==> config.mk <==
export PLATFORM = sky130hd
export DESIGN_NAME = segment_panel_command_engine
export DESIGN_NICKNAME = d
export VERILOG_FILES = /design/src/design/spce_pkg.sv /design/src/design/spce_fifo.sv /design/src/design/spce_front.sv /design/src/design/spce_exec.sv /design/src/design/segment_panel_command_engine.sv
export SDC_FILE = /design/constraint.sdc
export NUM_CORES = 1
export LEC_CHECK = 0
export ABC_AREA = 1
export BUFFER_PORTS_ARGS = -buffer_cell sky130_fd_sc_hd__buf_2
export CAP_MARGIN = 0
export CELL_PAD_IN_SITES_DETAIL_PLACEMENT = 1
export CELL_PAD_IN_SITES_GLOBAL_PLACEMENT = 1
export CORE_ASPECT_RATIO = 0.9
export CORE_MARGIN = 5
export CORE_UTILIZATION = 40
export CTS_CLUSTER_DIAMETER = 80
export DETAILED_ROUTE_END_ITERATION = 12
export PLACE_DENSITY_LB_ADDON = 0.1
export SETUP_SLACK_MARGIN = 0.2
export SYNTH_ARGS = -nofsm -noshare
export SYNTH_HDL_FRONTEND = slang
export SYNTH_MEMORY_MAX_BITS = 65536
export SYNTH_SLANG_ARGS = --single-unit
export TNS_END_PERCENT = 30
==> constraint.sdc <==
create_clock -name clk -period 14.7 [get_ports clk]
set_input_delay 0.735 -clock clk [delete_from_list [all_inputs] [get_ports clk]]
set_output_delay 0.735 -clock clk [all_outputs]
set_load 0.01 [all_outputs]
==> src/design/spce_pkg.sv <==
package spce_pkg;

    // segment byte positions in the display image
    localparam logic [3:0] B_SPD_HUN  = 4'd0;
    localparam logic [3:0] B_SPD_TEN  = 4'd1;
    localparam logic [3:0] B_SPD_UNIT = 4'd2;
    localparam logic [3:0] B_HDG_HUN  = 4'd3;
    localparam logic [3:0] B_HDG_TEN  = 4'd4;
    localparam logic [3:0] B_HDG_UNIT = 4'd5;
    localparam logic [3:0] B_ALT_TTH  = 4'd6;
    localparam logic [3:0] B_ALT_THO  = 4'd7;
    localparam logic [3:0] B_ALT_HUN  = 4'd8;
    localparam logic [3:0] B_ALT_TEN  = 4'd9;
    localparam logic [3:0] B_ALT_UNIT = 4'd10;
    localparam logic [3:0] B_VRT_THO  = 4'd11;
    localparam logic [3:0] B_VRT_HUN  = 4'd12;
    localparam logic [3:0] B_VRT_TEN  = 4'd13;
    localparam logic [3:0] B_VRT_UNIT = 4'd14;
    localparam logic [3:0] B_LABELS   = 4'd15;

    localparam int IMAGE_DEPTH = 16;

    // command codes
    localparam logic [3:0] ACT_SPD      = 4'd0;
    localparam logic [3:0] ACT_MACH     = 4'd1;
    localparam logic [3:0] ACT_HDG      = 4'd2;
    localparam logic [3:0] ACT_ALT      = 4'd3;
    localparam logic [3:0] ACT_VS       = 4'd4;
    localparam logic [3:0] ACT_FPA      = 4'd5;
    localparam logic [3:0] ACT_DASH_SPD = 4'd6;
    localparam logic [3:0] ACT_DASH_HDG = 4'd7;
    localparam logic [3:0] ACT_DASH_ALT = 4'd8;
    localparam logic [3:0] ACT_DASH_VS  = 4'd9;
    localparam logic [3:0] ACT_DOT_SPD  = 4'd10;
    localparam logic [3:0] ACT_DOT_HDG  = 4'd11;
    localparam logic [3:0] ACT_DOT_ALT  = 4'd12;
    localparam logic [3:0] ACT_TRK      = 4'd13;

    // pattern codes beyond the decimal digits
    localparam logic [3:0] PAT_DASH   = 4'd10;
    localparam logic [3:0] PAT_BLANK  = 4'd11;
    localparam logic [3:0] PAT_SMALL0 = 4'd12;

    // program of byte updates per command
    localparam int PROG_LEN = 5;
    localparam int CNT_W    = $clog2(PROG_LEN + 1);
    localparam int STEP_W   = $clog2(PROG_LEN);

    // decimal digit extraction
    localparam int DIGITS   = 5;
    localparam int DIG_CW   = $clog2(DIGITS + 1);
    localparam int DIG_IW   = $clog2(DIGITS);
    localparam int VAL_W    = 17;
    localparam int RECIP_SH = 24;
    localparam int RECIP_W  = 21;
    localparam logic [RECIP_W-1:0] RECIP10 = RECIP_W'(((1 << RECIP_SH) + 9) / 10);
    localparam int QUO_W    = VAL_W + RECIP_W - RECIP_SH;

    // queue depths
    localparam int CMD_DEPTH = 2;
    localparam int OUT_DEPTH = 2;

    typedef struct packed {
        logic [3:0] idx;
        logic [7:0] mask;
        logic [7:0] val;
        logic       emit;
    } step_t;

    typedef struct packed {
        step_t [PROG_LEN-1:0] steps;
        logic  [CNT_W-1:0]    cnt;
    } prog_t;

    typedef struct packed {
        logic [4:0] addr;
        logic [7:0] data;
        logic       last;
    } lcd_wr_t;

    // 7-segment pattern for a digit or symbol code, bit 0 always clear
    function automatic logic [7:0] seg_pat(input logic [3:0] d);
        logic [7:0] p;
        unique case (d)
            4'd0:       p = 8'hFA;
            4'd1:       p = 8'h60;
            4'd2:       p = 8'hBC;
            4'd3:       p = 8'hF4;
            4'd4:       p = 8'h66;
            4'd5:       p = 8'hD6;
            4'd6:       p = 8'hDE;
            4'd7:       p = 8'h70;
            4'd8:       p = 8'hFE;
            4'd9:       p = 8'hF6;
            PAT_DASH:   p = 8'h04;
            PAT_SMALL0: p = 8'hCC;
            default:    p = 8'h00;
        endcase
        return p;
    endfunction

    function automatic step_t mk_step(input logic [3:0] idx, input logic [7:0] mask,
                                      input logic [7:0] val, input logic emit);
        step_t s;
        s.idx  = idx;
        s.mask = mask;
        s.val  = val;
        s.emit = emit;
        return s;
    endfunction

endpackage

==> src/design/spce_fifo.sv <==
module spce_fifo import spce_pkg::*;
#(
    parameter int WIDTH = 8,
    parameter int DEPTH = CMD_DEPTH
)
(
    input  logic             clk,
    input  logic             rst_n,
    input  logic             wr_en,
    input  logic [WIDTH-1:0] wr_data,
    output logic             full,
    input  logic             rd_en,
    output logic [WIDTH-1:0] rd_data,
    output logic             empty
);

    localparam int PTR_W = (DEPTH > 1) ? $clog2(DEPTH) : 1;
    localparam int CNT_FW = $clog2(DEPTH + 1);

    logic [WIDTH-1:0]  mem [DEPTH];
    logic [PTR_W-1:0]  wr_ptr_reg, wr_ptr_next;
    logic [PTR_W-1:0]  rd_ptr_reg, rd_ptr_next;
    logic [CNT_FW-1:0] count_reg, count_next;
    logic              do_wr, do_rd;

    assign full    = (count_reg == CNT_FW'(DEPTH));
    assign empty   = (count_reg == '0);
    assign do_wr   = wr_en && !full;
    assign do_rd   = rd_en && !empty;
    assign rd_data = mem[rd_ptr_reg];

    // pointer and fill count update
    always_comb
    begin
        wr_ptr_next = wr_ptr_reg;
        rd_ptr_next = rd_ptr_reg;
        count_next  = count_reg;
        if (do_wr)
        begin
            wr_ptr_next = (wr_ptr_reg == PTR_W'(DEPTH - 1)) ? '0 : wr_ptr_reg + 1'b1;
        end
        if (do_rd)
        begin
            rd_ptr_next = (rd_ptr_reg == PTR_W'(DEPTH - 1)) ? '0 : rd_ptr_reg + 1'b1;
        end
        if (do_wr && !do_rd)
        begin
            count_next = count_reg + 1'b1;
        end
        else if (do_rd && !do_wr)
        begin
            count_next = count_reg - 1'b1;
        end
    end

    always_ff @(posedge clk or negedge rst_n)
    begin
        if (!rst_n)
        begin
            wr_ptr_reg <= '0;
            rd_ptr_reg <= '0;
            count_reg  <= '0;
        end
        else
        begin
            wr_ptr_reg <= wr_ptr_next;
            rd_ptr_reg <= rd_ptr_next;
            count_reg  <= count_next;
        end
    end

    // entry storage
    always_ff @(posedge clk)
    begin
        if (do_wr)
        begin
            mem[wr_ptr_reg] <= wr_data;
        end
    end

endmodule

==> src/design/spce_front.sv <==
module spce_front import spce_pkg::*;
(
    input  logic               clk,
    input  logic               rst_n,
    input  logic               push,
    output logic               full,
    input  logic [3:0]         action,
    input  logic signed [31:0] value,
    input  logic               sign_enable,
    output prog_t              prog,
    output logic               prog_valid,
    input  logic               q_full
);

    logic                    busy_reg, busy_next;
    logic [DIG_CW-1:0]       cnt_reg, cnt_next;
    logic [DIG_CW-1:0]       ndig_reg;
    logic [3:0]              act_reg;
    logic                    on_reg, vs_pos_reg, vs_nz_reg, fpa_nonneg_reg;
    logic [VAL_W-1:0]        v_reg;
    logic [3:0]              dig_reg [DIGITS];

    logic                    accept, done, finish;
    logic [15:0]             u16, mag16;
    logic [7:0]              mag8;
    logic [VAL_W-1:0]        v_in;
    logic [DIG_CW-1:0]       ndig_in;
    logic [VAL_W+RECIP_W-1:0] prod;
    logic [QUO_W-1:0]        quo;
    logic [VAL_W-1:0]        quo_ext, quo10, rem;
    logic                    sp, mach, hdg;
    logic [3:0]              dp;

    // classify and clamp the incoming command
    always_comb
    begin
        u16   = value[15:0];
        mag16 = value[15] ? (~value[15:0] + 16'd1) : value[15:0];
        mag8  = value[7] ? (~value[7:0] + 8'd1) : value[7:0];
        v_in    = '0;
        ndig_in = '0;
        unique case (action) inside
            ACT_SPD, ACT_MACH, ACT_HDG:
            begin
                v_in    = (u16 > 16'd999) ? VAL_W'(999) : VAL_W'(u16);
                ndig_in = DIG_CW'(3);
            end
            ACT_ALT:
            begin
                v_in    = ($unsigned(value) > 32'd99999) ? VAL_W'(99999) : VAL_W'(value);
                ndig_in = DIG_CW'(5);
            end
            ACT_VS:
            begin
                v_in    = (mag16 > 16'd9999) ? VAL_W'(9999) : VAL_W'(mag16);
                ndig_in = DIG_CW'(4);
            end
            ACT_FPA:
            begin
                v_in    = (mag8 > 8'd99) ? VAL_W'(99) : VAL_W'(mag8);
                ndig_in = DIG_CW'(2);
            end
            default:
            begin
                v_in    = '0;
                ndig_in = '0;
            end
        endcase
    end

    // one decimal digit a cycle by reciprocal multiply
    assign prod    = v_reg * RECIP10;
    assign quo     = prod[VAL_W+RECIP_W-1:RECIP_SH];
    assign quo_ext = VAL_W'(quo);
    assign quo10   = (quo_ext << 3) + (quo_ext << 1);
    assign rem     = v_reg - quo10;

    // handshake with the command queue
    assign done       = busy_reg && (cnt_reg == ndig_reg);
    assign prog_valid = done && (prog.cnt != '0);
    assign finish     = done && ((prog.cnt == '0) || !q_full);
    assign full       = busy_reg && !finish;
    assign accept     = push && !full;

    always_comb
    begin
        busy_next = busy_reg;
        cnt_next  = cnt_reg;
        if (accept)
        begin
            busy_next = 1'b1;
            cnt_next  = '0;
        end
        else if (finish)
        begin
            busy_next = 1'b0;
        end
        else if (busy_reg && !done)
        begin
            cnt_next = cnt_reg + 1'b1;
        end
    end

    always_ff @(posedge clk or negedge rst_n)
    begin
        if (!rst_n)
        begin
            busy_reg <= 1'b0;
            cnt_reg  <= '0;
        end
        else
        begin
            busy_reg <= busy_next;
            cnt_reg  <= cnt_next;
        end
    end

    // command payload and digit registers
    always_ff @(posedge clk)
    begin
        if (accept)
        begin
            act_reg        <= action;
            on_reg         <= (value[7:0] != 8'd0);
            vs_pos_reg     <= !value[15] && (u16 != 16'd0);
            vs_nz_reg      <= (u16 != 16'd0);
            fpa_nonneg_reg <= !value[7];
            v_reg          <= v_in;
            ndig_reg       <= ndig_in;
        end
        else if (busy_reg && !done)
        begin
            dig_reg[cnt_reg[DIG_IW-1:0]] <= rem[3:0];
            v_reg                        <= quo_ext;
        end
    end

    // build the byte update program for the command
    always_comb
    begin
        sp   = (act_reg == ACT_SPD);
        mach = (act_reg == ACT_MACH);
        hdg  = !on_reg;
        dp   = on_reg ? PAT_DASH : PAT_BLANK;
        prog = '0;
        unique case (act_reg) inside
            ACT_SPD, ACT_MACH:
            begin
                prog.steps[0] = mk_step(B_LABELS, 8'h80, {sp, 7'b0}, 1'b1);
                prog.steps[1] = mk_step(B_LABELS, 8'h40, {1'b0, mach, 6'b0}, 1'b1);
                prog.steps[2] = mk_step(B_SPD_UNIT, 8'hFE, seg_pat(dig_reg[0]), 1'b1);
                prog.steps[3] = mk_step(B_SPD_TEN, 8'hFF,
                                        seg_pat(dig_reg[1]) | {7'b0, mach}, 1'b1);
                prog.steps[4] = mk_step(B_SPD_HUN, 8'hFE, seg_pat(dig_reg[2]), 1'b1);
                prog.cnt      = CNT_W'(5);
            end
            ACT_HDG:
            begin
                prog.steps[0] = mk_step(B_HDG_UNIT, 8'hFE, seg_pat(dig_reg[0]), 1'b1);
                prog.steps[1] = mk_step(B_HDG_TEN, 8'hFE, seg_pat(dig_reg[1]), 1'b1);
                prog.steps[2] = mk_step(B_HDG_HUN, 8'hFE, seg_pat(dig_reg[2]), 1'b1);
                prog.cnt      = CNT_W'(3);
            end
            ACT_ALT:
            begin
                prog.steps[0] = mk_step(B_ALT_UNIT, 8'hFE, seg_pat(dig_reg[0]), 1'b1);
                prog.steps[1] = mk_step(B_ALT_TEN, 8'hFE, seg_pat(dig_reg[1]), 1'b1);
                prog.steps[2] = mk_step(B_ALT_HUN, 8'hFE, seg_pat(dig_reg[2]), 1'b1);
                prog.steps[3] = mk_step(B_ALT_THO, 8'hFE, seg_pat(dig_reg[3]), 1'b1);
                prog.steps[4] = mk_step(B_ALT_TTH, 8'hFE, seg_pat(dig_reg[4]), 1'b1);
                prog.cnt      = CNT_W'(5);
            end
            ACT_VS:
            begin
                // sign bits ride along with the small zero digits
                prog.steps[0] = mk_step(B_VRT_UNIT, 8'hFF,
                                        seg_pat(PAT_SMALL0) | {7'b0, vs_nz_reg && sign_enable},
                                        1'b1);
                prog.steps[1] = mk_step(B_VRT_TEN, 8'hFF,
                                        seg_pat(PAT_SMALL0) | {7'b0, vs_pos_reg && sign_enable},
                                        1'b1);
                prog.steps[2] = mk_step(B_VRT_HUN, 8'hFF, seg_pat(dig_reg[2]), 1'b1);
                prog.steps[3] = mk_step(B_VRT_THO, 8'hFE, seg_pat(dig_reg[3]), 1'b1);
                prog.cnt      = CNT_W'(4);
            end
            ACT_FPA:
            begin
                prog.steps[0] = mk_step(B_VRT_HUN, 8'hFF, seg_pat(dig_reg[0]) | 8'h01, 1'b1);
                prog.steps[1] = mk_step(B_VRT_THO, 8'hFE, seg_pat(dig_reg[1]), 1'b1);
                prog.steps[2] = mk_step(B_VRT_TEN, 8'hFF,
                                        {7'b0, fpa_nonneg_reg && sign_enable}, 1'b1);
                prog.steps[3] = mk_step(B_VRT_UNIT, 8'hFF, {7'b0, sign_enable}, 1'b1);
                prog.cnt      = CNT_W'(4);
            end
            ACT_DASH_SPD:
            begin
                // mach point cleared without a write, then labels resent
                prog.steps[0] = mk_step(B_SPD_HUN, 8'hFE, seg_pat(dp), 1'b1);
                prog.steps[1] = mk_step(B_SPD_TEN, 8'hFE, seg_pat(dp), 1'b1);
                prog.steps[2] = mk_step(B_SPD_UNIT, 8'hFE, seg_pat(dp), 1'b1);
                prog.steps[3] = mk_step(B_SPD_TEN, 8'h01, 8'h00, 1'b0);
                prog.steps[4] = mk_step(B_LABELS, 8'h00, 8'h00, 1'b1);
                prog.cnt      = CNT_W'(5);
            end
            ACT_DASH_HDG:
            begin
                prog.steps[0] = mk_step(B_HDG_HUN, 8'hFE, seg_pat(dp), 1'b1);
                prog.steps[1] = mk_step(B_HDG_TEN, 8'hFE, seg_pat(dp), 1'b1);
                prog.steps[2] = mk_step(B_HDG_UNIT, 8'hFE, seg_pat(dp), 1'b1);
                prog.cnt      = CNT_W'(3);
            end
            ACT_DASH_ALT:
            begin
                prog.steps[0] = mk_step(B_ALT_TTH, 8'hFE, seg_pat(dp), 1'b1);
                prog.steps[1] = mk_step(B_ALT_THO, 8'hFE, seg_pat(dp), 1'b1);
                prog.steps[2] = mk_step(B_ALT_HUN, 8'hFE, seg_pat(dp), 1'b1);
                prog.steps[3] = mk_step(B_ALT_TEN, 8'hFE, seg_pat(dp), 1'b1);
                prog.steps[4] = mk_step(B_ALT_UNIT, 8'hFE, seg_pat(dp), 1'b1);
                prog.cnt      = CNT_W'(5);
            end
            ACT_DASH_VS:
            begin
                prog.steps[0] = mk_step(B_VRT_THO, 8'hFE, seg_pat(dp), 1'b1);
                prog.steps[1] = mk_step(B_VRT_HUN, 8'hFE, seg_pat(dp), 1'b1);
                prog.steps[2] = mk_step(B_VRT_TEN, on_reg ? 8'hFF : 8'hFE, seg_pat(dp), 1'b1);
                prog.steps[3] = mk_step(B_VRT_UNIT, 8'hFF, seg_pat(dp) | {7'b0, on_reg}, 1'b1);
                prog.cnt      = CNT_W'(4);
            end
            ACT_DOT_SPD:
            begin
                prog.steps[0] = mk_step(B_HDG_HUN, 8'h01, {7'b0, on_reg}, 1'b1);
                prog.cnt      = CNT_W'(1);
            end
            ACT_DOT_HDG:
            begin
                prog.steps[0] = mk_step(B_HDG_UNIT, 8'h01, {7'b0, on_reg}, 1'b1);
                prog.cnt      = CNT_W'(1);
            end
            ACT_DOT_ALT:
            begin
                prog.steps[0] = mk_step(B_VRT_THO, 8'h01, {7'b0, on_reg}, 1'b1);
                prog.cnt      = CNT_W'(1);
            end
            ACT_TRK:
            begin
                // label byte updates merged into one write before the last
                prog.steps[0] = mk_step(B_ALT_TEN, 8'h01, {7'b0, hdg}, 1'b1);
                prog.steps[1] = mk_step(B_ALT_HUN, 8'h01, {7'b0, !hdg}, 1'b1);
                prog.steps[2] = mk_step(B_ALT_THO, 8'h01, {7'b0, hdg}, 1'b1);
                prog.steps[3] = mk_step(B_LABELS, 8'h3C,
                                        {2'b0, hdg, !hdg, !hdg, hdg, 2'b0}, 1'b1);
                prog.steps[4] = mk_step(B_ALT_TTH, 8'h01, {7'b0, !hdg}, 1'b1);
                prog.cnt      = CNT_W'(5);
            end
            default:
            begin
                prog = '0;
            end
        endcase
    end

endmodule

==> src/design/spce_exec.sv <==
module spce_exec import spce_pkg::*;
(
    input  logic    clk,
    input  logic    rst_n,
    input  prog_t   q_prog,
    input  logic    q_empty,
    output logic    q_pop,
    output lcd_wr_t wr,
    output logic    wr_valid,
    input  logic    out_full
);

    logic              active_reg, active_next;
    logic [STEP_W-1:0] step_reg, step_next;
    prog_t             prog_reg;
    logic [7:0]        image_reg [IMAGE_DEPTH];

    step_t             cur;
    logic [7:0]        old_byte, new_byte;
    logic              adv, last_step, load;

    // current step and its read-modify-write of the image
    assign cur       = prog_reg.steps[step_reg];
    assign old_byte  = image_reg[cur.idx];
    assign new_byte  = (old_byte & ~cur.mask) | (cur.val & cur.mask);
    assign adv       = active_reg && !(cur.emit && out_full);
    assign last_step = (step_reg == STEP_W'(prog_reg.cnt - CNT_W'(1)));
    assign load      = !active_reg || (adv && last_step);
    assign q_pop     = load && !q_empty;

    // lcd write transaction for an emitting step
    assign wr_valid = adv && cur.emit;
    assign wr.addr  = {cur.idx, 1'b0};
    assign wr.data  = new_byte;
    assign wr.last  = last_step;

    always_comb
    begin
        active_next = active_reg;
        step_next   = step_reg;
        if (load)
        begin
            active_next = !q_empty;
            step_next   = '0;
        end
        else if (adv)
        begin
            step_next = step_reg + 1'b1;
        end
    end

    // sequencer and segment image
    always_ff @(posedge clk or negedge rst_n)
    begin
        if (!rst_n)
        begin
            active_reg <= 1'b0;
            step_reg   <= '0;
            for (int i = 0; i < IMAGE_DEPTH; i++)
            begin
                image_reg[i] <= (i == int'(B_LABELS))  ? 8'h03 :
                                (i == int'(B_HDG_TEN)) ? 8'h01 : 8'h00;
            end
        end
        else
        begin
            active_reg <= active_next;
            step_reg   <= step_next;
            if (adv)
            begin
                image_reg[cur.idx] <= new_byte;
            end
        end
    end

    // program register
    always_ff @(posedge clk)
    begin
        if (q_pop)
        begin
            prog_reg <= q_prog;
        end
    end

endmodule

==> src/design/segment_panel_command_engine.sv <==
// Commands: each one's decimal digits (0 to 5) are split one digit a cycle in the front
// divider, and the front takes a new command only as it hands the last one's program on.
// Its byte updates (up to 5) are applied at the image port one update a cycle, held while
// an emitting update meets a full result queue.
// Reset: asynchronous, active low; queues empty, sign_enable cleared, segment image
// zero except the start label bits and bit 0 of the heading tens byte.
module segment_panel_command_engine import spce_pkg::*;
#(
    parameter int CMD_Q_DEPTH = CMD_DEPTH,
    parameter int OUT_Q_DEPTH = OUT_DEPTH
)
(
    input  logic               clk,
    input  logic               rst_n,
    input  logic               push,
    output logic               full,
    input  logic [3:0]         action,
    input  logic signed [31:0] value,
    output logic               empty,
    input  logic               pop,
    output logic [4:0]         lcd_address,
    output logic [7:0]         segment_byte,
    output logic               last_write,
    input  logic               cfg_write_en,
    input  logic               cfg_write_data
);

    logic    sign_enable_reg;
    prog_t   front_prog, q_prog;
    logic    front_valid, q_full, q_empty, q_pop;
    lcd_wr_t exec_wr, out_wr;
    logic    exec_valid, out_full;

    // configuration register
    always_ff @(posedge clk or negedge rst_n)
    begin
        if (!rst_n)
        begin
            sign_enable_reg <= 1'b0;
        end
        else if (cfg_write_en)
        begin
            sign_enable_reg <= cfg_write_data;
        end
    end

    // command intake and digit split
    spce_front u_front (
        .clk         (clk),
        .rst_n       (rst_n),
        .push        (push),
        .full        (full),
        .action      (action),
        .value       (value),
        .sign_enable (sign_enable_reg),
        .prog        (front_prog),
        .prog_valid  (front_valid),
        .q_full      (q_full)
    );

    // program queue between front and back
    spce_fifo #(
        .WIDTH ($bits(prog_t)),
        .DEPTH (CMD_Q_DEPTH)
    ) u_cmd_q (
        .clk     (clk),
        .rst_n   (rst_n),
        .wr_en   (front_valid),
        .wr_data (front_prog),
        .full    (q_full),
        .rd_en   (q_pop),
        .rd_data (q_prog),
        .empty   (q_empty)
    );

    // image update and write generation
    spce_exec u_exec (
        .clk      (clk),
        .rst_n    (rst_n),
        .q_prog   (q_prog),
        .q_empty  (q_empty),
        .q_pop    (q_pop),
        .wr       (exec_wr),
        .wr_valid (exec_valid),
        .out_full (out_full)
    );

    // result queue
    spce_fifo #(
        .WIDTH ($bits(lcd_wr_t)),
        .DEPTH (OUT_Q_DEPTH)
    ) u_out_q (
        .clk     (clk),
        .rst_n   (rst_n),
        .wr_en   (exec_valid),
        .wr_data (exec_wr),
        .full    (out_full),
        .rd_en   (pop),
        .rd_data (out_wr),
        .empty   (empty)
    );

    assign lcd_address  = out_wr.addr;
    assign segment_byte = out_wr.data;
    assign last_write   = out_wr.last;

endmodule

; Yosys cells after proc, flatten, opt, wreduce, memory -nomap -nowiden
; Memory sizes are Yosys's and may differ from the RTL's. A register that Yosys moved wholly into a read port is not among the register bits.
; Index checks and enable logic that the tools add are counted.
[totals]
out_inout_bits = 16
wordCells = 228
mem_bits_ro = 3360
input_bits = 42
mem_count = 33
regBits = 173
mem_bits_rw = 262
[op_classes]
eq_ne = 23
bitwise = 9
reduce_logical = 58
multipliers = 1
addsub = 15
order_cmp = 7
muxes = 48
[mem_list]
columns = memory, words, word_bits, read_ports, rd_clocked_by_memory_dff, write_ports, line_no
row1 = u_cmd_q.mem, 2, 108, 1, 1, 1, spce_fifo.sv:20  ; logic [WIDTH-1:0] mem [DEPTH];
row2 = (name not given), 16, 7, 1, 0, 0, spce_pkg.sv:84  ; unique case (d)
row3 = (name not given), 16, 7, 1, 0, 0, spce_pkg.sv:84
row4 = (name not given), 16, 7, 1, 0, 0, spce_pkg.sv:84
row5 = (name not given), 16, 7, 1, 0, 0, spce_pkg.sv:84
row6 = (name not given), 16, 7, 1, 0, 0, spce_pkg.sv:84
row7 = +27 memories, --, --, --, --, --, --
[op_table]
columns = op, count
row1 = 42-bit case mux with 10 select lines, 1
row2 = 24-bit case mux with 13 select lines, 1
row3 = 21-bit case mux with 8 select lines, 1
row4 = 128-bit bitwise mux, 1
row5 = 21-bit case mux with 5 select lines, 1
row6 = 17-bit case mux with 4 select lines, 1
row7 = 21-bit binary-select mux with 3-bit select, 1
row8 = 8-bit two-way mux, 7
row9 = 17-bit two-way mux, 3
row10 = 16-bit two-way mux, 3
row11 = 17-bit by 20-bit multiplier with 37-bit output (second input constant), 1
row12 = 8-bit binary-select mux with 4-bit select, 1
row13 = 8-bit demux with 4-bit select, 1
row14 = 32-bit by 17-bit > comparator with 1-bit output (second input constant), 1
row15 = 4-bit by 3-bit == test with 1-bit output (second input constant), 6
row16 = 4-bit == test (second input constant), 6
row17 = 1-bit logical AND, 24
row18 = 21-bit two-way mux, 1
row19 = 16-bit by 1-bit adder with 16-bit output (second input constant), 1
row20 = 8-bit AND, 2
row21 = 4-bit by 2-bit == test with 1-bit output (second input constant), 4
row22 = 16-bit by 10-bit > comparator with 1-bit output (second input constant), 1
row23 = 16-bit by 14-bit > comparator with 1-bit output (second input constant), 1
row24 = 1-bit zero test, 16
row25 = other kinds (36), 75

; Logic depth before layout (Yosys ltp)
; Gate-level depths: netlist of the first run.
[logic_depth]
ltp_word = 12
depth_mapped = 30
mapped_depth_nobuf = 30

; Hierarchy
; A second synthesis of the first run with hierarchy kept.
[hier_totals]
hier_cells = 3359
area_unflattened_um2 = 30864.6
[by_module_without_submodules]
columns = module, cells_each, seq_area_each_um2, n_inst, area_per_inst_um2
row1 = spce_exec, 1280, 6550.0, 1, 11377.2
row2 = spce_front, 1374, 1541.5, 1, 10138.5
row3 = spce_fifo at u_cmd_q, 595, 6586.3, 1, 8052.7
row4 = spce_fifo at u_out_q, 105, 940.9, 1, 1256.2
row5 = segment_panel_command_engine, 5, 25.0, 1, 40.0

; Worst setup path before layout of the first run
; Ideal clock, no wire load.
[synth_path]
kind = register -> register
from = register u_exec.step_reg[0]
to = register u_cmd_q.count_reg[1]
arrival_time_ns = 6.303
path_slack_ns = 8.267
required_ns = 14.569
path_buffers = 1
period_less_slack_ns = 6.433
stages_incl_launch_ff = 14
setup_time_ns = 0.131
path_cell_list = dfrtp_1 -> inv_2 -> buf_1 -> nand2_1 -> a21oi_1 -> nand2_1 -> nand2_1 -> nand2_1 -> a21oi_1 -> inv_1 -> ha_1 -> a21oi_1 -> o21ai_0 -> xor2_1
[synth_between]
elab_chain_len = 12
word_cells_on_any_way = 15
classes_between = 1 x eq/ne / 3 x mux / 11 x reduce/logical
[synth_rtl]
columns = item, line_no
row1 = start: declaration, spce_exec.sv:14  ; logic [STEP_W-1:0] step_reg, step_next;
row2 = start signal: assignment, spce_exec.sv:68  ; step_reg <= step_next;
row3 = 21-bit binary-select mux with 3-bit select, spce_exec.sv:23  ; assign cur = prog_reg.steps[step_reg];
row4 = 21-bit two-way mux (implied by the code), spce_exec.sv:23
row5 = 1-bit logical AND, spce_exec.sv:26  ; assign adv = active_reg && !(cur.emit && out_full);
row6 = 1-bit zero test, spce_exec.sv:26
row7 = 1-bit logical AND, spce_exec.sv:26
row8 = 1-bit logical AND *, spce_exec.sv:28  ; assign load = !active_reg || (adv && last_step);
row9 = 1-bit logical OR *, spce_exec.sv:28
row10 = 1-bit logical AND *, spce_exec.sv:29  ; assign q_pop = load && !q_empty;
row11 = net q_pop, segment_panel_command_engine.sv:30  ; logic front_valid, q_full, q_empty, q_pop;
row12 = 1-bit logical AND *, spce_fifo.sv:29  ; assign do_rd = rd_en && !empty;
row13 = 1-bit zero test, spce_fifo.sv:46  ; if (do_wr && !do_rd)
row14 = 1-bit logical AND, spce_fifo.sv:46
row15 = 2-bit two-way mux or 2-bit nonzero test (tied branches), --
row16 = end signal: assignment, spce_fifo.sv:68  ; count_reg <= count_next;
row17 = end: declaration, spce_fifo.sv:23  ; logic [CNT_FW-1:0] count_reg, count_next;
; The timed path passes the listed nets; every way through them passes the cells marked *. The select of a mux whose other input is x is not followed.
; A chain may end at the register's enable or synchronous reset.

; Worst setup path after layout of the first run
[layout_path]
from = register u_front.v_reg[3]
to = memory u_front.dig_reg[3][3], data pin
[layout_between]
elab_chain_len = 3
[layout_rtl]
columns = item, line_no
row1 = start: declaration, spce_front.sv:20  ; logic [VAL_W-1:0] v_reg;
row2 = start signal: assignment, spce_front.sv:128  ; v_reg <= v_in;
row3 = start signal: assignment, spce_front.sv:134  ; v_reg <= quo_ext;
row4 = 17-bit by 20-bit multiplier with 37-bit output, spce_front.sv:72  ; assign prod = v_reg * RECIP10;
row5 = 4-bit adder, spce_front.sv:75  ; assign quo10 = (quo_ext << 3) + (quo_ext << 1);
row6 = 4-bit subtractor *, spce_front.sv:76  ; assign rem = v_reg - quo10;
row7 = net u_front.rem[3], spce_front.sv:30  ; logic [VAL_W-1:0] quo_ext, quo10, rem;
row8 = end: declaration, spce_front.sv:21  ; logic [3:0] dig_reg [DIGITS];
; The timed path passes the listed nets; every way through them passes the cells marked *.

==> out/metrics.yaml, run 1 <==
path_class: "flip-flop to flip-flop"
grt_util_met2_pct: 38.4
n_antenna_cell: 0
vias: 20300
remaining_drc_errors: 0
cts_buffers: 52
finalHoldViolations: 0
wire_per_inst_um: 22.0
place_area_sq_um: 27800
slew_headroom_pct: 21.1
die_w_um: 282
period_minus_slack_ps: 6140
hp-class: "primary input to async pin"
synth.avg_cell_area_sq_um: 9.31
status: "finished, final reports clean"
synth_async_sr_flop_share_pct: 32.0
synth_top_family_by_area: "simple AND/OR/NAND/NOR gates"
dp_slack_ps: 8580
syn-cell-area_sq_um: 26700
synth_compound_area_share_pct: 6.47
worstSetupEndpointType: "flip-flop"
syn2layout_area_growth_pct: 10.6
cp_num_buf_inv: 3
portBuffers: 56
r2r-end: "u_front.dig_reg[3][3]"
fin_area_sq_um: 29600
grt_pass1_vias: 21500
start_util_pct: 40.1
io_pins: 58
antenna_found_initial: 1
synth_edf_count: 308
required_ps: 15040
syn_inst: 2871
grt_max_degree: 87
finalSetupViolations: 0
ys.flop_type: "edfxtp_1"
yosysUniqueCellTypes: 52
htree_levels: 2
crit_chain: "ha_1, fa_1, fa_1, fa_1, inv_1, fa_1, fa_1, inv_1, ha_1, nand2_1, nor2_1, nand3_1, o21ai_0, nand2_1, nand2_1, xor2_1, ha_1, xnor2_1, nand3_1, nand2_1, nand2_1, nand2_1, inv_1"
setup_slack_ps: 8560
dr.first_iter.drc_count: 1266
fin_crit_sh_pct: 41.8
busiest_layer: "met2"
syn-num-nets: 3159
grt_use_total_pct: 23.4
synth_fa_ha_area_share_pct: 13.8
dp_hpwl_mm: 62.8
core_area_sq_um: 66700
cp_data_arrival_time_ps: 6480
ys_seq_area_share_pct: 48.2
cpMostUsedCell: "nand2_1"
yosys.area_share.simple_pct: 20.9
grtUsageMet3_pct: 3.48
r2r_cells: 23
wirelength_mm: 84.5
slowest_delay_ps: 550
whs_ps: 198
drv_cap: 0
rows: 90
cp_top_family: "adder cells"
cts_root_buf: "clkbuf_16"
layout.nets: 3215
yosys_warnings: 0
drtPass1Iterations: 5
drive_above_1_share_pct: 10.2
grt_pass1_wl_mm: 130
rsz0062_at_grt: "no"
r2r_slack_ps: 8560
dieArea_sq_um: 72100
ant_nets: 0
vias_per_cell: 5.29
fin_tns_setup_ps: 0
synth_xor_area_share_pct: 0.754
post_cts_buffers: 0
cts_tree: "built"
cp_max_fo: 5
clkSlewWorstSetupHoldPaths_ps: 60
clock-sinks: 453
place.gp.congestion: 0.889
grt.overflow.total: 0
reg2reg_from: "u_front.v_reg[3]"
grt_util_met1_pct: 33.2
nFillCells: 7661
holdBufCountCts: 0
skew_ps: 24.3
critPathLaunchType: "flip-flop"
die_y_um: 255
cts_max_path_buffers: 3
finalMaxSlewViolations: 0
max_freq_mhz: 163
critPathSlowestCell: "fa_1"
largest_register_ffs: 156
synth.area.mux_share_pct: 3.29
synth-seq-cells: 453
clk-insertion-delay-late_ps: 600
cts_resized: 0
tightest_slew_ps: 1180
[metal layers]
layer | vias to the layer above | part of all wire [%]
li1 | 9618 | -
met1 | 10200 | 46
met2 | 433 | 47
met3 | 112 | 4.6
met4 | 0 | 2.2
met5 | - | 0
[cell usage after synthesis (all sizes together), types with 8 or more instances]
cell    number  area [sq um]
o22ai       14          87.6
nand3      227          1140
dfrtp      142          3550
o21a         8          60.1
clkbuf      33           124
fa          82          1640
nor2       180           759
mux2        78           878
nand4       15          93.8
edfxtp     308          9250
nor3        21           105
o21ai      113           566
or2         10          62.6
buf         35           282
o211ai      16           120
ha         164          2050
xor2        11          96.3
a21oi       77           385
xnor2       12           105
inv        355          1340
a22oi       17           128
a21boi      11          82.6
a31oi       16           100
nand2      882          3350
[through the flow]
| stage | cells | util (%) |
|---|---|---|
| after floorplan | 2871 | - |
| after global placement | 3747 | 41.8 |
| after detailed placement | 3747 | 41.8 |
| after CTS | 3843 | 44.4 |
| after global routing | 3843 | 44.4 |
| final | 3843 | 44.4 |
[area by class of cell]
class                           instances  area [sq um]  share of cell area, %
Clock inverter                         26           300                   1.02
Inverter                              356          1340                   4.54
Timing Repair Buffer                   70           392                   1.32
Multi-Input combinational cell       1994         12100                   41.0
Sequential cell                       453         12900                   43.6
Clock buffer                           70          1420                   4.80
Tap cell                              874          1090                   3.70
[worst max-delay path by stage]
stage	cells after the start	slack, ps	startpoint	to
after global routing	25	8160	u_front.v_reg[6]	u_front.dig_reg[3][3]
final	23	8560	u_front.v_reg[3]	u_front.dig_reg[3][3]
after CTS	27	8560	u_front.v_reg[15]	u_front.dig_reg[3][3]
after floorplan	13	8270	u_exec.step_reg[0]	u_cmd_q.count_reg[1]
after detailed placement	27	8580	u_front.v_reg[15]	u_front.dig_reg[3][3]
after global placement	25	8670	u_front.v_reg[11]	u_front.dig_reg[1][3]
[layout by cell type (no fill, tap or decap), drive strengths merged, types with 12 or more instances in the layout]
| cell | Yosys | routed |
|---|---|---|
| xnor2 | 12 | 12 |
| nand4 | 15 | 15 |
| clkbuf | 33 | 70 |
| nor2 | 180 | 180 |
| o22ai | 14 | 14 |
| edfxtp | 308 | 308 |
| o21ai | 113 | 113 |
| nand2 | 882 | 882 |
| ha | 164 | 164 |
| o211ai | 16 | 16 |
| clkinv | 1 | 13 |
| nor3 | 21 | 21 |
| a21oi | 77 | 77 |
| a31oi | 16 | 16 |
| inv | 355 | 360 |
| dfrtp | 142 | 142 |
| fa | 82 | 82 |
| nand3 | 227 | 227 |
| a22oi | 17 | 17 |
| buf | 35 | 70 |
| mux2 | 78 | 78 |
[cell families (layout without fill, tap and decap cells)]
group | after synthesis | in the layout
simple gates | 1349 | 1349
other cells | 1 | 1
buf+inv | 424 | 522
flops | 453 | 453
fa+ha+maj | 246 | 246
mux | 78 | 78
xor+xnor | 23 | 23
compound gates | 297 | 297
Power of run 1 is not shown: default switching activity piles up to over one toggle a cycle in this logic, so the estimate is an artifact.
==> inputs of run 2 (changes only) <==
- clock period: 14.7 -> 5.8 ns (I/O delays scaled with it)
==> out/metrics.yaml, run 2 (same netlist as run 1, synthesis figures left out) <==
critPathLaunchType: "flip-flop"
core_area_sq_um: 66700  # unchanged
start_util_pct: 40.1  # unchanged
r2r_cells: 21  # -8.7%
grt_pass1_vias: 21800  # +1.3%
drv_cap: 0  # unchanged
r2r_slack_ps: 200  # -8370 ps
final_cells: 3920  # +2.0%
cp_num_buf_inv: 5  # +2
dieArea_sq_um: 72100  # unchanged
cts_buffers: 51  # -1.9%
crit_chain: "inv_2, ha_4, inv_2, fa_2, fa_1, fa_1, inv_1, fa_1, fa_1, inv_2, ha_4, nand2_1, buf_4, o21ai_0, nor2_1, nand2_1, nand3_1, a21oi_1, nand2_1, nand3_1, nand2_1"
cp_max_fo: 3  # -2
cp-startpoint: "u_front.v_reg[6]"
largest_register_ffs: 156  # unchanged
die_w_um: 282  # unchanged
cp_data_arrival_time_ps: 5910  # -570 ps
path_class: "flip-flop to flip-flop"
max_freq_mhz: 178  # +9.5%
layout.nets: 3296  # +2.5%
rows: 90  # unchanged
dr.first_iter.drc_count: 1415  # +12%
clock-sinks: 453  # unchanged
slowest_delay_ps: 630  # +80 ps
ant_nets: 0  # unchanged
r2r-end: "u_front.v_reg[7]"
required_ps: 6110  # -8930 ps
fin_area_sq_um: 30500  # +3.2%
dp_hpwl_mm: 64.0  # +2.0%
worstSetupEndpointType: "flip-flop"
drtPass1Iterations: 5  # unchanged
final_common_cell: "nand2_1"
status: "finished, final reports clean"
clkSlewWorstSetupHoldPaths_ps: 60  # about the same
n_antenna_cell: 0  # unchanged
slew_headroom_pct: 17.5  # -3.6 points
place_area_sq_um: 28400  # +1.8%
dp_cells: 3813  # +1.8%
vias: 20900  # +2.6%
place.gp.congestion: 0.915  # +3.0%
clk-insertion-delay-late_ps: 590  # about the same
drive_above_1_share_pct: 15.3  # +5.1 points
rsz0062_at_grt: "yes"
grt.overflow.total: 0  # unchanged
period_minus_slack_ps: 5600  # -534 ps
critPathSlowestCell: "fa_2"
hp-class: "primary input to flip-flop"
reg2reg_from: "u_front.v_reg[6]"
finalMaxSlewViolations: 0  # unchanged
htree_levels: 2  # unchanged
hold_end: "u_front.act_reg[3]"
syn2layout_area_growth_pct: 14.1
die_y_um: 255  # unchanged
grt_use_total_pct: 23.8  # +0.38 points
cp_top_family: "adder cells"
cts_max_path_buffers: 3  # unchanged
finalHoldViolations: 0  # unchanged
portBuffers: 56  # unchanged
vias_per_cell: 5.32  # +0.61%
antenna_found_initial: 1  # unchanged
io_pins: 58  # unchanged
holdCritStartpoint: "action[3]"
final_cell_mix: "nand2_1, inv_1, edfxtp_1"
cts_tree: "built"
grt_pass1_wl_mm: 132  # +1.5%
grt_max_degree: 97  # +11%
tightest_slew_ps: 1240  # +53.9 ps
remaining_drc_errors: 0  # unchanged
cts_root_buf: "clkbuf_16"
finalSetupViolations: 0  # unchanged
fin_crit_sh_pct: 96.6  # +55 points
hold_depth: 1
wirelength_mm: 86.4  # +2.3%
skew_ps: 16.5  # -7.74 ps
wire_per_inst_um: 22.0  # +0.25%
[run 2: how the worst max path moves through the flow]
stage / end / slack, ps / depth (start not counted)
CTS: u_front.v_reg[7] / 200 / 22
finish: u_front.v_reg[7] / 200 / 21
global route: u_front.dig_reg[3][2] / 70 / 22
floorplan: u_front.dig_reg[0][3] / 380 / 27
detailed placement: u_front.dig_reg[1][3] / -110 / 25
global placement: u_front.dig_reg[0][3] / 40 / 25
[run 2: worst register-to-register path, cell delays in order (launching register included)]
cell,delay [ps]
edfxtp_1,410
inv_2,60
ha_4,260
inv_2,40
fa_2,630
fa_1,440
fa_1,490
inv_1,50
fa_1,460
fa_1,520
inv_2,50
ha_4,290
nand2_1,80
buf_4,150
o21ai_0,480
nor2_1,100
nand2_1,150
nand3_1,90
a21oi_1,240
nand2_1,80
nand3_1,110
nand2_1,130
[run 2: layer usage]
| metal | global-route usage, % | vias to the layer above | share of wire [%] |
|---|---|---|---|
| met5 | 0 | - | 0.023 |
| met4 | 5.11 | 2 | 2.2 |
| met3 | 3.68 | 99 | 5.3 |
| met2 | 38.8 | 495 | 46 |
| met1 | 34.0 | 10500 | 46 |
| li1 | - | 9766 | - |
[run 2: repair_timing]
action | CTS | global route
pin swaps | 19 | 46
hold buffers | 4 | 0
resized for setup | 34 | 73
endpoints found under the hold margin | 95 | 0
endpoints found under the setup margin | 26 | 26
buffers inserted | 6 | 6
[run 2: through the flow]
| step | hold WS [ps] | TNS (ps) | worst slack [ps] | utilization (%) |
|---|---|---|---|---|
| 5_1_grt | 29.7 | 0 | 72.3 | 45.8 |
| 3_5_place_dp | 458 | -756 | -113 | 42.5 |
| 3_3_place_gp | 451 | 0 | 39.1 | 42.5 |
| 2_1_floorplan | -5.59 | 0 | 382 | - |
| 4_1_cts | 7.38 | 0 | 198 | 45.3 |
| 6_report | 36.5 | 0 | 196 | 45.8 |
[run 2: area by class of cell]
type	instances	area (sq um)
multi-input combinational	1994	12600
clock inverter	26	186
sequential	453	12900
inverter	356	1340
clock buffer	65	1370
tap	874	1090
fill	7633	36200
timing repair buffer	152	1040
Power of run 2 is left out for the same reason.
==> inputs of run 3 (changes only) <==
- RECOVER_POWER: default -> 25
==> out/metrics.yaml, run 3 (same netlist as run 1, synthesis figures left out) <==
final_common_cell: "nand2_1"
grt_use_total_pct: 23.8  # unchanged
vias_per_cell: 5.32  # about the same
cts_max_path_buffers: 3  # unchanged
rows: 90  # unchanged
nFillCells: 7635  # +0.026%
drive_above_1_share_pct: 14.8  # -0.43 points
setup_slack_ps: 280  # +84.5 ps
finalHoldViolations: 0  # unchanged
period_minus_slack_ps: 5520  # -84.5 ps
cp_top_family: "adder cells"
cp_num_buf_inv: 8  # +3
remaining_drc_errors: 0  # unchanged
final_cell_mix: "nand2_1, inv_1, edfxtp_1"
tightest_slew_ps: 4430  # +3200 ps
n_antenna_cell: 0  # unchanged
final_cells: 3920  # unchanged
dieArea_sq_um: 72100  # unchanged
die_y_um: 255  # unchanged
cts_buffers: 51  # unchanged
critPathSlowestCell: "fa_1"
path_class: "flip-flop to flip-flop"
status: "finished with violations"
finalMaxSlewViolations: 97  # +97
grt.overflow.total: 0  # unchanged
cts_tree: "built"
holdCritStartpoint: "pop"
hold_depth: 3  # +2
reg2reg_from: "u_front.v_reg[9]"
fin_tns_setup_ps: 0  # unchanged
layout.nets: 3296  # unchanged
violations: "max-capacitance violations, max-slew violations"
antenna_found_initial: 1  # unchanged
worstSetupEndpointType: "flip-flop"
slew_headroom_pct: -196  # -210 points
critPathLaunchType: "flip-flop"
place.gp.congestion: 0.915  # unchanged
start_util_pct: 40.1  # unchanged
multi_input_area_sq_um: 12600  # unchanged
finalSetupViolations: 0  # unchanged
r2r_cells: 22  # +4.8%
grt_pass1_wl_mm: 132  # unchanged
cts_root_buf: "clkbuf_16"
dp_hpwl_mm: 64.0  # unchanged
max_freq_mhz: 181  # +1.5%
portBuffers: 56  # unchanged
vias: 20900  # +0.019%
clkSlewWorstSetupHoldPaths_ps: 60  # about the same
required_ps: 6100  # about the same
largest_register_ffs: 156  # unchanged
skew_ps: 16.0  # -0.532 ps
crit_chain: "buf_6, ha_4, inv_2, fa_2, fa_1, inv_1, buf_4, fa_1, inv_1, fa_1, inv_1, fa_1, ha_4, a21oi_2, o21ai_0, a21oi_1, inv_1, a221oi_1, buf_4, nand3_1, nand3_1, nand2_1"
io_pins: 58  # unchanged
r2r-end: "u_front.v_reg[10]"
hp-class: "primary input to flip-flop"
cp_data_arrival_time_ps: 5820  # -90 ps
dp_slack_ps: -113  # unchanged
hold_end: "u_out_q.rd_ptr_reg"
syn2layout_area_growth_pct: 14.1  # about the same
r2r_slack_ps: 280  # +80 ps
ant_nets: 0  # unchanged
grt_max_degree: 97  # unchanged
clk-insertion-delay-late_ps: 590  # about the same
drtPass1Iterations: 5  # unchanged
fin_crit_sh_pct: 95.2  # -1.5 points
regArea_sq_um: 12900  # about the same
grt_pass1_vias: 21800  # unchanged
rsz0062_at_grt: "yes"
drv_cap: 1  # +1
wirelength_mm: 86.5  # +0.14%
clock-sinks: 453  # unchanged
slowest_delay_ps: 550  # -80 ps
core_area_sq_um: 66700  # unchanged
htree_levels: 2  # unchanged
wire_per_inst_um: 22.1  # +0.14%
dp_cells: 3813  # unchanged
dr.first_iter.drc_count: 1437  # +1.6%
cp_max_fo: 4  # +1
die_w_um: 282  # unchanged
run 3: metal layers:
metal	routed length (um)	global-route usage, %	share of wire [%]
met1	40000	34.0	46
met2	40000	38.8	46
met3	4660	3.68	5.4
met4	1870	5.11	2.2
met5	20	0	0.023
run 3: stage by stage:
step           area [sq um]  util (%)  hold WS (ps)
5_1_grt               30500      45.7          55.7
3_3_place_gp          28400      42.5           451
4_1_cts               30200      45.3          7.38
6_report              30500      45.7          55.1
3_5_place_dp          28400      42.5           458
2_1_floorplan         26700         -         -5.59
run 3: cell type report:
type	count	share of cell area, %
Multi-Input combinational cell	1994	41.3
Timing Repair Buffer	152	3.34
Clock buffer	65	4.50
Tap cell	874	3.59
Clock inverter	26	0.612
Inverter	356	4.40
Sequential cell	453	42.3
run 3: worst reg2reg max path, delay by kind of cell, from the launching register on:
family | cells | cell delay, ps
AO/OA/AOI/OAI | 4 | 730
adder cells (fa/ha/maj) | 7 | 2990
buffers and inverters | 8 | 800
flip-flops | 1 | 410
AND/OR/NAND/NOR | 3 | 290
run 3: repair_timing:
action,4_1_cts,5_1_grt
resized for setup,34,73
hold buffers,4,0
setup endpoints to repair,26,26
hold endpoints to repair,95,0
gates cloned,0,0
pin swaps,19,46
setup buffers,6,6
run 3: worst max-delay path by stage:
stage / startpoint / end / slack [ps] / depth (start not counted)
finish: u_front.v_reg[9] / u_front.v_reg[10] / 280 / 22
global route: u_front.v_reg[6] / u_front.dig_reg[3][2] / 70 / 22
CTS: u_front.v_reg[9] / u_front.v_reg[7] / 200 / 22
detailed placement: u_front.v_reg[6] / u_front.dig_reg[1][3] / -110 / 25
global placement: u_front.v_reg[6] / u_front.dig_reg[0][3] / 40 / 25
floorplan: u_front.v_reg[15] / u_front.dig_reg[0][3] / 380 / 27
Power of run 3 is left out for the same reason.
